## config.mk

```make
export PLATFORM = sky130hd
export DESIGN_NAME = threshold_blob_centroid_flat
export DESIGN_NICKNAME = d
export VERILOG_FILES = /design/src/rtl/tbc_pkg.sv /design/src/rtl/tbc_pixel_if.sv /design/src/rtl/tbc_result_if.sv /design/src/rtl/tbc_front.sv /design/src/rtl/tbc_queue.sv /design/src/rtl/tbc_back.sv /design/src/rtl/threshold_blob_centroid.sv /design/src/flat_wrapper.sv
export SDC_FILE = /design/constraint.sdc
export NUM_CORES = 2
export LEC_CHECK = 0
export BUFFER_PORTS_ARGS = -buffer_cell sky130_fd_sc_hd__buf_4
export CAP_MARGIN = 20
export CORE_MARGIN = 8
export CORE_UTILIZATION = 45
export CTS_CLUSTER_DIAMETER = 80
export DETAILED_ROUTE_END_ITERATION = 10
export SYNTH_ARGS = -nofsm -noshare
export SYNTH_HDL_FRONTEND = slang
export SYNTH_SLANG_ARGS = --single-unit
```

## constraint.sdc

```tcl
create_clock -name clk -period 4.5 [get_ports clk]
set_input_delay 0.9 -clock clk [delete_from_list [all_inputs] [get_ports clk]]
set_output_delay 0.9 -clock clk [all_outputs]
set_load 0.05 [all_outputs]
```

## src/rtl/tbc_pkg.sv

```systemverilog
// Shared constants, types and register codes for the threshold blob centroid block.
`default_nettype none

package tbc_pkg;

    // Frame geometry and result format
    localparam int MAX_WIDTH     = 4096;
    localparam int MAX_HEIGHT    = 4096;
    localparam int FRACTION_BITS = 8;

    // Fixed field widths
    localparam int PIX_W    = 8;
    localparam int IMG_W    = 13;
    localparam int AREA_W   = 25;
    localparam int CENTER_W = 20;

    // Derived counter and accumulator widths
    localparam int COL_W  = $clog2(MAX_WIDTH);
    localparam int ROW_W  = $clog2(MAX_HEIGHT);
    localparam int LINE_W = (COL_W + 1 > IMG_W) ? COL_W + 1 : IMG_W;
    localparam int SUM_W  = AREA_W + ((COL_W > ROW_W) ? COL_W : ROW_W);
    localparam int DIV_W  = SUM_W + FRACTION_BITS;
    localparam int STEP_W = $clog2(DIV_W + 1);

    localparam longint unsigned AREA_CAP = longint'(MAX_WIDTH) * longint'(MAX_HEIGHT);

    // Luma weights, 14 fraction bits
    localparam int GRAY_SUM_W  = 22;
    localparam int GRAY_SHIFT  = 14;
    localparam int WEIGHT_B    = 1868;
    localparam int WEIGHT_G    = 9617;
    localparam int WEIGHT_R    = 4899;
    localparam int GRAY_ROUND  = 8192;

    // Frame queue
    localparam int QDEPTH = 4;
    localparam int QPTR_W = $clog2(QDEPTH);
    localparam int QCNT_W = $clog2(QDEPTH + 1);

    // Configuration port
    localparam int PADDR_W = 4;
    localparam int PDATA_W = 32;

    typedef enum logic [1:0] {
        REG_COLOR_INPUT = 2'd0,
        REG_THRESHOLD   = 2'd1,
        REG_IMAGE_WIDTH = 2'd2
    } reg_index_t;

    typedef struct packed {
        logic             color_input;
        logic [PIX_W-1:0] threshold;
        logic [IMG_W-1:0] image_width;
    } cfg_t;

    typedef struct packed {
        logic [AREA_W-1:0] area;
        logic [SUM_W-1:0]  column_sum;
        logic [SUM_W-1:0]  row_sum;
    } frame_sum_t;

    typedef struct packed {
        logic       push;
        frame_sum_t data;
    } queue_wr_t;

    typedef struct packed {
        logic empty;
        logic almost_full;
    } queue_stat_t;

endpackage

`default_nettype wire

```

## src/rtl/tbc_pixel_if.sv

```systemverilog
// Pixel stream channel: one request carries one pixel and its frame-end mark.
`default_nettype none

interface tbc_pixel_if;
    logic                      valid;
    logic                      ready;
    logic [tbc_pkg::PIX_W-1:0] gray_or_blue;
    logic [tbc_pkg::PIX_W-1:0] green;
    logic [tbc_pkg::PIX_W-1:0] red;
    logic                      frame_end;

    modport source (output valid, output gray_or_blue, output green, output red,
                    output frame_end, input ready);
    modport sink   (input valid, input gray_or_blue, input green, input red,
                    input frame_end, output ready);
endinterface

`default_nettype wire

```

## src/rtl/tbc_result_if.sv

```systemverilog
// Result channel: one request carries the blob summary of one frame.
`default_nettype none

interface tbc_result_if;
    logic                         valid;
    logic                         ready;
    logic                         found;
    logic [tbc_pkg::AREA_W-1:0]   area;
    logic [tbc_pkg::CENTER_W-1:0] center_column;
    logic [tbc_pkg::CENTER_W-1:0] center_row;

    modport source (output valid, output found, output area, output center_column,
                    output center_row, input ready);
    modport sink   (input valid, input found, input area, input center_column,
                    input center_row, output ready);
endinterface

`default_nettype wire

```

## src/rtl/tbc_front.sv

```systemverilog
// Front end: gray conversion, thresholding, coordinate tracking and moment accumulation.
`default_nettype none

module tbc_front (
    input  wire logic                 clk,
    input  wire logic                 rst_n,
    tbc_pixel_if.sink                 pix,
    input  wire tbc_pkg::cfg_t        cfg,
    input  wire tbc_pkg::queue_stat_t q_stat,
    output tbc_pkg::queue_wr_t        q_wr
);

    logic                           accept;
    logic [tbc_pkg::GRAY_SUM_W-1:0] gray_sum;
    logic [tbc_pkg::PIX_W-1:0]      gray;
    logic [tbc_pkg::LINE_W-1:0]     line_w;
    logic [tbc_pkg::LINE_W-1:0]     col_inc;
    logic [tbc_pkg::ROW_W:0]        row_inc;
    logic                           col_wrap;

    logic [tbc_pkg::COL_W-1:0]  col_reg, col_next;
    logic [tbc_pkg::ROW_W-1:0]  row_reg, row_next;

    logic                       a_valid_reg;
    logic                       a_last_reg;
    logic [tbc_pkg::PIX_W-1:0]  a_gray_reg;
    logic [tbc_pkg::COL_W-1:0]  a_col_reg;
    logic [tbc_pkg::ROW_W-1:0]  a_row_reg;

    logic                       fg;
    logic [tbc_pkg::AREA_W-1:0] total_add;
    logic [tbc_pkg::SUM_W-1:0]  col_sum_add;
    logic [tbc_pkg::SUM_W-1:0]  row_sum_add;
    logic [tbc_pkg::AREA_W-1:0] total_reg, total_next;
    logic [tbc_pkg::SUM_W-1:0]  col_sum_reg, col_sum_next;
    logic [tbc_pkg::SUM_W-1:0]  row_sum_reg, row_sum_next;

    // Hold off when the queue could not take a frame already in flight
    assign pix.ready = !q_stat.almost_full;
    assign accept    = pix.valid && pix.ready;

    // Convert BGR to luma when color_input is set; otherwise pass the gray input through
    assign gray_sum = tbc_pkg::GRAY_SUM_W'(pix.gray_or_blue)
                        * tbc_pkg::GRAY_SUM_W'(tbc_pkg::WEIGHT_B)
                    + tbc_pkg::GRAY_SUM_W'(pix.green) * tbc_pkg::GRAY_SUM_W'(tbc_pkg::WEIGHT_G)
                    + tbc_pkg::GRAY_SUM_W'(pix.red) * tbc_pkg::GRAY_SUM_W'(tbc_pkg::WEIGHT_R)
                    + tbc_pkg::GRAY_SUM_W'(tbc_pkg::GRAY_ROUND);
    assign gray = cfg.color_input ? gray_sum[tbc_pkg::GRAY_SHIFT +: tbc_pkg::PIX_W]
                                  : pix.gray_or_blue;

    // Clamp the line width and advance the raster position
    always_comb
    begin
        if (cfg.image_width == '0
            || tbc_pkg::LINE_W'(cfg.image_width) > tbc_pkg::LINE_W'(tbc_pkg::MAX_WIDTH))
        begin
            line_w = tbc_pkg::LINE_W'(tbc_pkg::MAX_WIDTH);
        end
        else
        begin
            line_w = tbc_pkg::LINE_W'(cfg.image_width);
        end
        col_inc  = tbc_pkg::LINE_W'(col_reg) + tbc_pkg::LINE_W'(1);
        row_inc  = {1'b0, row_reg} + (tbc_pkg::ROW_W + 1)'(1);
        col_wrap = (col_inc >= line_w);
        col_next = col_reg;
        row_next = row_reg;
        if (accept)
        begin
            if (col_wrap)
            begin
                col_next = '0;
                if (row_inc >= (tbc_pkg::ROW_W + 1)'(tbc_pkg::MAX_HEIGHT))
                begin
                    row_next = '0;
                end
                else
                begin
                    row_next = row_inc[tbc_pkg::ROW_W-1:0];
                end
            end
            else
            begin
                col_next = col_inc[tbc_pkg::COL_W-1:0];
            end
            if (pix.frame_end)
            begin
                col_next = '0;
                row_next = '0;
            end
        end
    end

    // Accumulate moments of the staged pixel; drop into the queue at frame end
    always_comb
    begin
        fg = (a_gray_reg > cfg.threshold)
             && (total_reg < tbc_pkg::AREA_W'(tbc_pkg::AREA_CAP));
        total_add   = total_reg + tbc_pkg::AREA_W'(fg);
        col_sum_add = fg ? col_sum_reg + tbc_pkg::SUM_W'(a_col_reg) : col_sum_reg;
        row_sum_add = fg ? row_sum_reg + tbc_pkg::SUM_W'(a_row_reg) : row_sum_reg;

        q_wr.push            = a_valid_reg && a_last_reg;
        q_wr.data.area       = total_add;
        q_wr.data.column_sum = col_sum_add;
        q_wr.data.row_sum    = row_sum_add;

        total_next   = total_reg;
        col_sum_next = col_sum_reg;
        row_sum_next = row_sum_reg;
        if (a_valid_reg)
        begin
            if (a_last_reg)
            begin
                total_next   = '0;
                col_sum_next = '0;
                row_sum_next = '0;
            end
            else
            begin
                total_next   = total_add;
                col_sum_next = col_sum_add;
                row_sum_next = row_sum_add;
            end
        end
    end

    // Control and accumulator registers
    always_ff @(posedge clk or negedge rst_n)
    begin
        if (!rst_n)
        begin
            col_reg     <= '0;
            row_reg     <= '0;
            a_valid_reg <= 1'b0;
            total_reg   <= '0;
            col_sum_reg <= '0;
            row_sum_reg <= '0;
        end
        else
        begin
            col_reg     <= col_next;
            row_reg     <= row_next;
            a_valid_reg <= accept;
            total_reg   <= total_next;
            col_sum_reg <= col_sum_next;
            row_sum_reg <= row_sum_next;
        end
    end

    // Stage the gray pixel with its coordinates
    always_ff @(posedge clk)
    begin
        if (accept)
        begin
            a_last_reg <= pix.frame_end;
            a_gray_reg <= gray;
            a_col_reg  <= col_reg;
            a_row_reg  <= row_reg;
        end
    end

endmodule

`default_nettype wire

```

## src/rtl/tbc_queue.sv

```systemverilog
// Short FIFO of per-frame moment totals between the accumulator and the divider.
`default_nettype none

module tbc_queue (
    input  wire logic                 clk,
    input  wire logic                 rst_n,
    input  wire tbc_pkg::queue_wr_t   q_wr,
    input  wire logic                 pop,
    output tbc_pkg::frame_sum_t       rd_data,
    output tbc_pkg::queue_stat_t      q_stat
);

    tbc_pkg::frame_sum_t        entry_reg [tbc_pkg::QDEPTH];
    logic [tbc_pkg::QPTR_W-1:0] wr_ptr_reg, wr_ptr_next;
    logic [tbc_pkg::QPTR_W-1:0] rd_ptr_reg, rd_ptr_next;
    logic [tbc_pkg::QCNT_W-1:0] count_reg, count_next;
    logic                       full;

    assign full               = (count_reg == tbc_pkg::QCNT_W'(tbc_pkg::QDEPTH));
    assign q_stat.empty       = (count_reg == '0);
    assign q_stat.almost_full = (count_reg >= tbc_pkg::QCNT_W'(tbc_pkg::QDEPTH - 1));
    assign rd_data            = entry_reg[rd_ptr_reg];

    // Advance pointers and occupancy
    always_comb
    begin
        wr_ptr_next = q_wr.push ? wr_ptr_reg + tbc_pkg::QPTR_W'(1) : wr_ptr_reg;
        rd_ptr_next = pop ? rd_ptr_reg + tbc_pkg::QPTR_W'(1) : rd_ptr_reg;
        count_next  = count_reg + tbc_pkg::QCNT_W'(q_wr.push) - tbc_pkg::QCNT_W'(pop);
    end

    always_ff @(posedge clk or negedge rst_n)
    begin
        if (!rst_n)
        begin
            wr_ptr_reg <= '0;
            rd_ptr_reg <= '0;
            count_reg  <= '0;
        end
        else
        begin
            wr_ptr_reg <= wr_ptr_next;
            rd_ptr_reg <= rd_ptr_next;
            count_reg  <= count_next;
        end
    end

    // Store the pushed frame totals
    always_ff @(posedge clk)
    begin
        if (q_wr.push)
        begin
            entry_reg[wr_ptr_reg] <= q_wr.data;
        end
    end

    a_no_overflow: assert property (@(posedge clk) disable iff (!rst_n)
        q_wr.push |-> !full)
        else $error("frame queue written while full");

    a_no_underflow: assert property (@(posedge clk) disable iff (!rst_n)
        pop |-> !q_stat.empty)
        else $error("frame queue read while empty");

endmodule

`default_nettype wire

```

## src/rtl/tbc_back.sv

```systemverilog
// Back end: bit-serial division of the moment sums by the area and the result register.
`default_nettype none

module tbc_back (
    input  wire logic                 clk,
    input  wire logic                 rst_n,
    input  wire tbc_pkg::frame_sum_t  q_data,
    input  wire logic                 q_empty,
    output logic                      pop,
    tbc_result_if.source              res
);

    typedef enum logic [2:0] {
        ST_IDLE = 3'b001,
        ST_DIV  = 3'b010,
        ST_HOLD = 3'b100
    } back_state_t;

    back_state_t                  state_reg, state_next;
    logic [tbc_pkg::STEP_W-1:0]   step_reg, step_next;
    logic [tbc_pkg::AREA_W-1:0]   area_reg;
    logic [tbc_pkg::DIV_W-1:0]    col_dvd_reg, row_dvd_reg;
    logic [tbc_pkg::AREA_W-1:0]   col_rem_reg, row_rem_reg;
    logic [tbc_pkg::CENTER_W-1:0] col_q_reg, row_q_reg;
    logic [tbc_pkg::AREA_W:0]     col_step, row_step;
    logic                         found;

    // One restoring division step: returns {quotient bit, new remainder}
    function automatic logic [tbc_pkg::AREA_W:0] div_step(
        input logic [tbc_pkg::AREA_W-1:0] rem,
        input logic                       next_bit,
        input logic [tbc_pkg::AREA_W-1:0] divisor
    );
        logic [tbc_pkg::AREA_W:0] rem_sh;
        logic [tbc_pkg::AREA_W:0] dz;
        logic                     ge;
        rem_sh = {rem, next_bit};
        dz     = {1'b0, divisor};
        ge     = (rem_sh >= dz);
        if (ge)
        begin
            rem_sh = rem_sh - dz;
        end
        return {ge, rem_sh[tbc_pkg::AREA_W-1:0]};
    endfunction

    assign col_step = div_step(col_rem_reg, col_dvd_reg[tbc_pkg::DIV_W-1], area_reg);
    assign row_step = div_step(row_rem_reg, row_dvd_reg[tbc_pkg::DIV_W-1], area_reg);

    // Sequence load, divide and hold
    always_comb
    begin
        state_next = state_reg;
        step_next  = step_reg;
        pop        = 1'b0;
        case (state_reg)
            ST_IDLE:
            begin
                if (!q_empty)
                begin
                    pop        = 1'b1;
                    step_next  = tbc_pkg::STEP_W'(tbc_pkg::DIV_W);
                    state_next = ST_DIV;
                end
            end
            ST_DIV:
            begin
                step_next = step_reg - tbc_pkg::STEP_W'(1);
                if (step_reg == tbc_pkg::STEP_W'(1))
                begin
                    state_next = ST_HOLD;
                end
            end
            ST_HOLD:
            begin
                if (res.ready)
                begin
                    state_next = ST_IDLE;
                end
            end
            default:
            begin
                state_next = ST_IDLE;
                step_next  = '0;
            end
        endcase
    end

    always_ff @(posedge clk or negedge rst_n)
    begin
        if (!rst_n)
        begin
            state_reg <= ST_IDLE;
            step_reg  <= '0;
        end
        else
        begin
            state_reg <= state_next;
            step_reg  <= step_next;
        end
    end

    // Load rounded dividends, then shift one quotient bit per cycle
    always_ff @(posedge clk)
    begin
        if (pop)
        begin
            area_reg    <= q_data.area;
            col_dvd_reg <= (tbc_pkg::DIV_W'(q_data.column_sum) << tbc_pkg::FRACTION_BITS)
                         + tbc_pkg::DIV_W'(q_data.area >> 1);
            row_dvd_reg <= (tbc_pkg::DIV_W'(q_data.row_sum) << tbc_pkg::FRACTION_BITS)
                         + tbc_pkg::DIV_W'(q_data.area >> 1);
            col_rem_reg <= '0;
            row_rem_reg <= '0;
            col_q_reg   <= '0;
            row_q_reg   <= '0;
        end
        else if (state_reg == ST_DIV)
        begin
            col_dvd_reg <= col_dvd_reg << 1;
            row_dvd_reg <= row_dvd_reg << 1;
            col_rem_reg <= col_step[tbc_pkg::AREA_W-1:0];
            row_rem_reg <= row_step[tbc_pkg::AREA_W-1:0];
            col_q_reg   <= {col_q_reg[tbc_pkg::CENTER_W-2:0], col_step[tbc_pkg::AREA_W]};
            row_q_reg   <= {row_q_reg[tbc_pkg::CENTER_W-2:0], row_step[tbc_pkg::AREA_W]};
        end
    end

    // Present the result; an empty frame reports a zero centroid
    assign found             = (area_reg != '0);
    assign res.valid         = (state_reg == ST_HOLD);
    assign res.found         = found;
    assign res.area          = area_reg;
    assign res.center_column = found ? col_q_reg : '0;
    assign res.center_row    = found ? row_q_reg : '0;

    a_div_steps_left: assert property (@(posedge clk) disable iff (!rst_n)
        (state_reg == ST_DIV) |-> (step_reg != '0))
        else $error("divider running with no steps left");

    a_result_after_div: assert property (@(posedge clk) disable iff (!rst_n)
        $rose(res.valid) |-> ($past(state_reg) == ST_DIV))
        else $error("result raised without a finished division");

endmodule

`default_nettype wire

```

## src/rtl/threshold_blob_centroid.sv

```systemverilog
// Top level: configuration registers, pixel front end, frame queue and divider back end.
//
// Usage:
//   pix  - pixel stream in raster order, one request per pixel (gray, or BGR when
//          color_input is set); frame_end marks the last pixel of a frame.
//   res  - one request per frame: found, area and the centroid column and row
//          with 8 fraction bits, rounded to nearest.
//   APB  - color_input at 0x0, threshold at 0x4, image_width at 0x8; write only
//          while no frame is in progress.
// Throughput: one pixel per cycle while pix.ready is high. A frame result passes the
//   front-end stage register and the queue, then a bit-serial division (one quotient bit
//   per cycle, column and row in parallel) before res.valid rises. The back end takes a
//   new frame from the queue only after the last result is taken; the division runs
//   while the front end accepts the following frame's pixels.
// Stall: results wait in the output register; up to four finished frames queue
//   behind it, and pix.ready drops only when that queue is nearly full.
// Reset: counters, sums and the queue clear; registers return to gray input,
//   threshold 128 and width 640.
`default_nettype none

module threshold_blob_centroid (
    input  wire logic                         clk,
    input  wire logic                         rst_n,
    tbc_pixel_if.sink                         pix,
    tbc_result_if.source                      res,
    input  wire logic                         psel,
    input  wire logic                         penable,
    input  wire logic                         pwrite,
    input  wire logic [tbc_pkg::PADDR_W-1:0]  paddr,
    input  wire logic [tbc_pkg::PDATA_W-1:0]  pwdata,
    output logic      [tbc_pkg::PDATA_W-1:0]  prdata,
    output logic                              pready
);

    tbc_pkg::cfg_t        cfg_reg, cfg_next;
    tbc_pkg::reg_index_t  reg_index;
    tbc_pkg::queue_wr_t   q_wr;
    tbc_pkg::queue_stat_t q_stat;
    tbc_pkg::frame_sum_t  q_data;
    logic                 pop;
    logic                 wr_en;

    assign pready    = 1'b1;
    assign reg_index = tbc_pkg::reg_index_t'(paddr[3:2]);
    assign wr_en     = psel && penable && pwrite;

    // Decode register writes
    always_comb
    begin
        cfg_next = cfg_reg;
        if (wr_en)
        begin
            case (reg_index)
                tbc_pkg::REG_COLOR_INPUT: cfg_next.color_input = pwdata[0];
                tbc_pkg::REG_THRESHOLD:   cfg_next.threshold   = pwdata[tbc_pkg::PIX_W-1:0];
                tbc_pkg::REG_IMAGE_WIDTH: cfg_next.image_width = pwdata[tbc_pkg::IMG_W-1:0];
                default:                  cfg_next = cfg_reg;
            endcase
        end
    end

    // Read back
    always_comb
    begin
        case (reg_index)
            tbc_pkg::REG_COLOR_INPUT: prdata = tbc_pkg::PDATA_W'(cfg_reg.color_input);
            tbc_pkg::REG_THRESHOLD:   prdata = tbc_pkg::PDATA_W'(cfg_reg.threshold);
            tbc_pkg::REG_IMAGE_WIDTH: prdata = tbc_pkg::PDATA_W'(cfg_reg.image_width);
            default:                  prdata = '0;
        endcase
    end

    always_ff @(posedge clk or negedge rst_n)
    begin
        if (!rst_n)
        begin
            cfg_reg.color_input <= 1'b0;
            cfg_reg.threshold   <= tbc_pkg::PIX_W'(128);
            cfg_reg.image_width <= tbc_pkg::IMG_W'(640);
        end
        else
        begin
            cfg_reg <= cfg_next;
        end
    end

    tbc_front u_front (
        .clk    (clk),
        .rst_n  (rst_n),
        .pix    (pix),
        .cfg    (cfg_reg),
        .q_stat (q_stat),
        .q_wr   (q_wr)
    );

    tbc_queue u_queue (
        .clk     (clk),
        .rst_n   (rst_n),
        .q_wr    (q_wr),
        .pop     (pop),
        .rd_data (q_data),
        .q_stat  (q_stat)
    );

    tbc_back u_back (
        .clk     (clk),
        .rst_n   (rst_n),
        .q_data  (q_data),
        .q_empty (q_stat.empty),
        .pop     (pop),
        .res     (res)
    );

endmodule

`default_nettype wire

```

## src/flat_wrapper.sv

```systemverilog
// flat-port wrapper written by rule: the top's interface ports become plain ports
module threshold_blob_centroid_flat 
  (clk, rst_n, psel, penable, pwrite, paddr, pwdata, prdata, pready, pix_valid, pix_gray_or_blue, pix_green, pix_red, pix_frame_end, pix_ready, res_valid, res_found, res_area, res_center_column, res_center_row, res_ready);
  tbc_pixel_if pix_i ();
  tbc_result_if res_i ();
  input  wire logic clk;
  input  wire logic rst_n;
  input  wire logic psel;
  input  wire logic penable;
  input  wire logic pwrite;
  input  wire logic [tbc_pkg::PADDR_W-1:0] paddr;
  input  wire logic [tbc_pkg::PDATA_W-1:0] pwdata;
  output logic      [tbc_pkg::PDATA_W-1:0] prdata;
  output logic pready;
  input wire logic [$bits(pix_i.valid)-1:0] pix_valid;
  input wire logic [$bits(pix_i.gray_or_blue)-1:0] pix_gray_or_blue;
  input wire logic [$bits(pix_i.green)-1:0] pix_green;
  input wire logic [$bits(pix_i.red)-1:0] pix_red;
  input wire logic [$bits(pix_i.frame_end)-1:0] pix_frame_end;
  output wire logic [$bits(pix_i.ready)-1:0] pix_ready;
  output wire logic [$bits(res_i.valid)-1:0] res_valid;
  output wire logic [$bits(res_i.found)-1:0] res_found;
  output wire logic [$bits(res_i.area)-1:0] res_area;
  output wire logic [$bits(res_i.center_column)-1:0] res_center_column;
  output wire logic [$bits(res_i.center_row)-1:0] res_center_row;
  input wire logic [$bits(res_i.ready)-1:0] res_ready;
  assign pix_i.valid = pix_valid;
  assign pix_i.gray_or_blue = pix_gray_or_blue;
  assign pix_i.green = pix_green;
  assign pix_i.red = pix_red;
  assign pix_i.frame_end = pix_frame_end;
  assign pix_ready = pix_i.ready;
  assign res_valid = res_i.valid;
  assign res_found = res_i.found;
  assign res_area = res_i.area;
  assign res_center_column = res_i.center_column;
  assign res_center_row = res_i.center_row;
  assign res_i.ready = res_ready;
  threshold_blob_centroid u_core (.clk(clk), .rst_n(rst_n), .pix(pix_i), .res(res_i), .psel(psel), .penable(penable), .pwrite(pwrite), .paddr(paddr), .pwdata(pwdata), .prdata(prdata), .pready(pready));
endmodule
```

==> results by group <==
Placed design
  – DP HPWL: 70200 um
  – Placement Setup Slack: -3.31 ns
  – Area after DPL: 47200 um2
  – Routability cong.: 0.872
  – Port Buffers: 127

Pwr
  – Internal power: 23.8 mW
  – Clock network fraction of total power: 18.2%
  – Net Sw Frac: between 40% and 50%
  – Lkg Pwr: about 21 nW
  – Logic gate share of total power: 54.3%
  – Switch Pwr: 15.9 mW
  – Power Density: 788 nW/um2
  – Overall Power: 39.7 mW
  – Sequential share of power: 27.5%
  – Max VDD drop: 1.60 mV

Global routing
  – Vias in the first global route: a little under 30000
  – Largest net degree at the start of global routing: 158
  – GR Overflow Total: 0
  – Initial antenna violation count: 0
  – First-pass GRT wire length: 160000 um
  – Total GRT Usage: about 18%

CTS
  – Num CTS Buffers: 85
  – CTS clock-pin slew for the worst setup and hold paths: 0.06 ns
  – CTS tree: built
  – CTS Root Buffer Type: clkbuf_16
  – H-tree depth: 3
  – Clock sinks: 788
  – Max Buffers Root-to-Sink: 3
  – Hold_buf cts: 0
  – Worst-skew pair later-pin latency: 0.64 ns

Synthesis
  – Most used flip-flop cell after synthesis: edfxtp_1
  – Number of synthesized flops with an enable pin: approximately 540
  – Top-count cell post-synth: edfxtp_1
  – Distinct cell type count after synthesis: slightly above 90
  – Most common library cells after synthesis: edfxtp_1, nand2_1, inv_1
  – #FFs+latches synth: 788
  – Post-Syn Area: approximately 44000 um2
  – Cells after Synth: 3726
  – Count of warnings emitted by yosys: 0
  – Largest area contributor in the synthesized netlist: edfxtp_1
  – Sequential area share after synthesis: 50.1%
  – Mean Syn Cell Area: 11.8 um2
  – Synth top area share: a little under two fifths
  – Ys async rst share: 20.6%
  – Area contributors post-synth: edfxtp_1, dfrtp_1, ha_1

Floorplanning
  – Initial Utilization: 45.4%
  – I/O pin total: 169
  – Die Y: 328 um
  – Die area: ~110000 um2
  – # rows: 114
  – Core area: 96600 um2
  – Die span in x: between 300 and 400 um

Setup path
  – Crit Path Max Fanout: 3
  – Critical Path RT: roughly 5 ns
  – Critical Path Start Type: input pin
  – Crit Path Category: input pin to flop
  – WP data arrival: roughly 7.4 ns
  – Largest stage delay, worst path: between 0.5 and 0.6 ns
  – CP max stage cell: fa_1
  – Crit end category: flop

Job
  – Max Cap Violations: 0

STA
  – RSZ-0062 raised after global routing: true
  – Final Hold Fails: 0
  – Final worst-path setup slack: -2.57 ns
  – Tmin final: a little over 7 ns
  – Setup Skew: 0.0332 ns
  – Period utilization: 157%
  – Worst-Margin Slew: around 1.1 ns
  – Final setup vio count: 8
  – Achievable Freq: 141 MHz
  – Max_slew headroom: 29.2%
  – Slew Viols, Final: 0

Drt
  – Via count: 28800
  – DRT Pass-1 Iters: 5
  – Drt wl/cell: 18.6 um
  – Routed WL: 98900 um
  – Vias per cell: 5.41
  – DRC: 0
  – Initial DRC Count: 1957
  – Post-route ant nets: 0

Cells and area
  – # diodes: 0
  – Area grow syn2layout: 15.0%
  – Util after Layout: 52.2%
  – Share of layout cells above drive strength 1: 16.0%
  – Fin nets: 4416
  – Post-layout instance area: 50400 um2
  – Fillcell total: 8398
  – Largest register FFs: about 400

Outcome
  – Failing checks: setup timing
  – Status: complete, but fails checks

Worst hold path
  – Hold crit path type: input pin to asynchronous set/reset pin
area by class of cell:
type | instances | area (um2) | area share [%]
well taps | 1276 | 1600 | 3.17
flip-flops and latches | 788 | 22000 | 43.6
multi-input cells | 2506 | 20500 | 40.6
clock inverters | 47 | 563 | 1.12
clock buffers | 111 | 2340 | 4.63
repair buffers | 303 | 2420 | 4.80
inverters | 288 | 1090 | 2.15
placed cells by master, fill, tap and decap left out, types with 93 or more instances in the layout:
master / netlist / final
xor2_1: 98 / 97
fa_1: 94 / 93
inv_1: 284 / 274
o21ai_0: 244 / 240
nor2_1: 140 / 137
xnor2_1: 133 / 133
edfxtp_1: 536 / 536
a21oi_1: 121 / 114
dfrtp_1: 158 / 156
buf_4: 27 / 285
nand2_1: 405 / 402
ha_1: 282 / 268
path summary, 6_finish.rpt:
| kind | startpoint | to | slack [ns] | cells past startpoint |
|---|---|---|---|---|
| worst max-delay path | pix_gray_or_blue[6] | u_core.u_front.a_gray_reg[5] | -2.57 | 32 |
| worst max register to register | u_core.u_queue.rd_ptr_reg[0] | u_core.u_back.row_dvd_reg[43] | 0.19 | 12 |
| max in group asynchronous | rst_n | u_core.u_queue.rd_ptr_reg[0] | 3.24 | 2 |
| min in group clk | u_core.u_back.row_q_reg[19] | u_core.u_back.row_q_reg[19] | 0.45 | 2 |
| worst min-delay path | rst_n | u_core.u_front.row_sum_reg[25] | 0.33 | 1 |
| worst min register to register | u_core.u_back.row_q_reg[19] | u_core.u_back.row_q_reg[19] | 0.45 | 2 |
logic make-up (layout without fill, tap and decap cells):
family / after synthesis / after routing / synth area share [%]
AOI/OAI and AO/OA: 716 / 716 / 10.6
muxes: 190 / 190 / 7.39
DFF: 788 / 788 / 50.1
buffers and inverters: 450 / 749 / 4.24
and+or+nand+nor: 973 / 973 / 10.7
other: 2 / 20 / 0.0171
xor gates and xnor gates: 231 / 231 / 4.62
adders and majority gates: 376 / 376 / 12.3
power groups by stage:
| stage | Combinational [mW] | Clock (mW) | Sequential [mW] |
|---|---|---|---|
| 6_report | 21.6 | 7.22 | 10.9 |
| 3_3_place_gp | 20.0 | 0 | 11.1 |
| 5_1_grt | 24.2 | 7.66 | 11.1 |
| 3_5_place_dp | 20.1 | 0 | 11.1 |
| 4_1_cts | 20.9 | 7.41 | 10.9 |
| 2_1_floorplan | 14.4 | 0 | 11.0 |
routing by layer:
metal	vias to the layer above	wire length (um)	GRT usage (%)
met5	-	0	0
met4	0	3030	5.67
met3	175	4930	3.29
met2	633	44600	29.6
met1	14000	46300	25.2
li1	14000	-	-
worst max-delay path, delay by kind of cell:
family                     cells  cell delay (ns)
AOI/OAI and AO/OA              8             1.06
xor gates and xnor gates       1             0.15
and+or+nand+nor                3             0.60
muxes                          1             0.25
buffers and inverters          8             0.62
adders and majority gates     11             3.86
stage by stage:
stage / cells / setup TNS (ns) / hold slack [ns]
after floorplan: 3744 / -20.90 / 0.431
after global placement: 5150 / -25.06 / 0.444
after detailed placement: 5150 / -25.69 / 0.451
after CTS: 5315 / -18.80 / 0.336
after global routing: 5319 / -21.55 / 0.361
final: 5319 / -19.53 / 0.328
timing repair:
item                                    CTS  global route
resized for setup                        30            12
setup buffers                             7             4
gates cloned                              0             0
pin swaps                                36            14
endpoints found under the setup margin    8             9
Power figures use the tool's default switching activity.
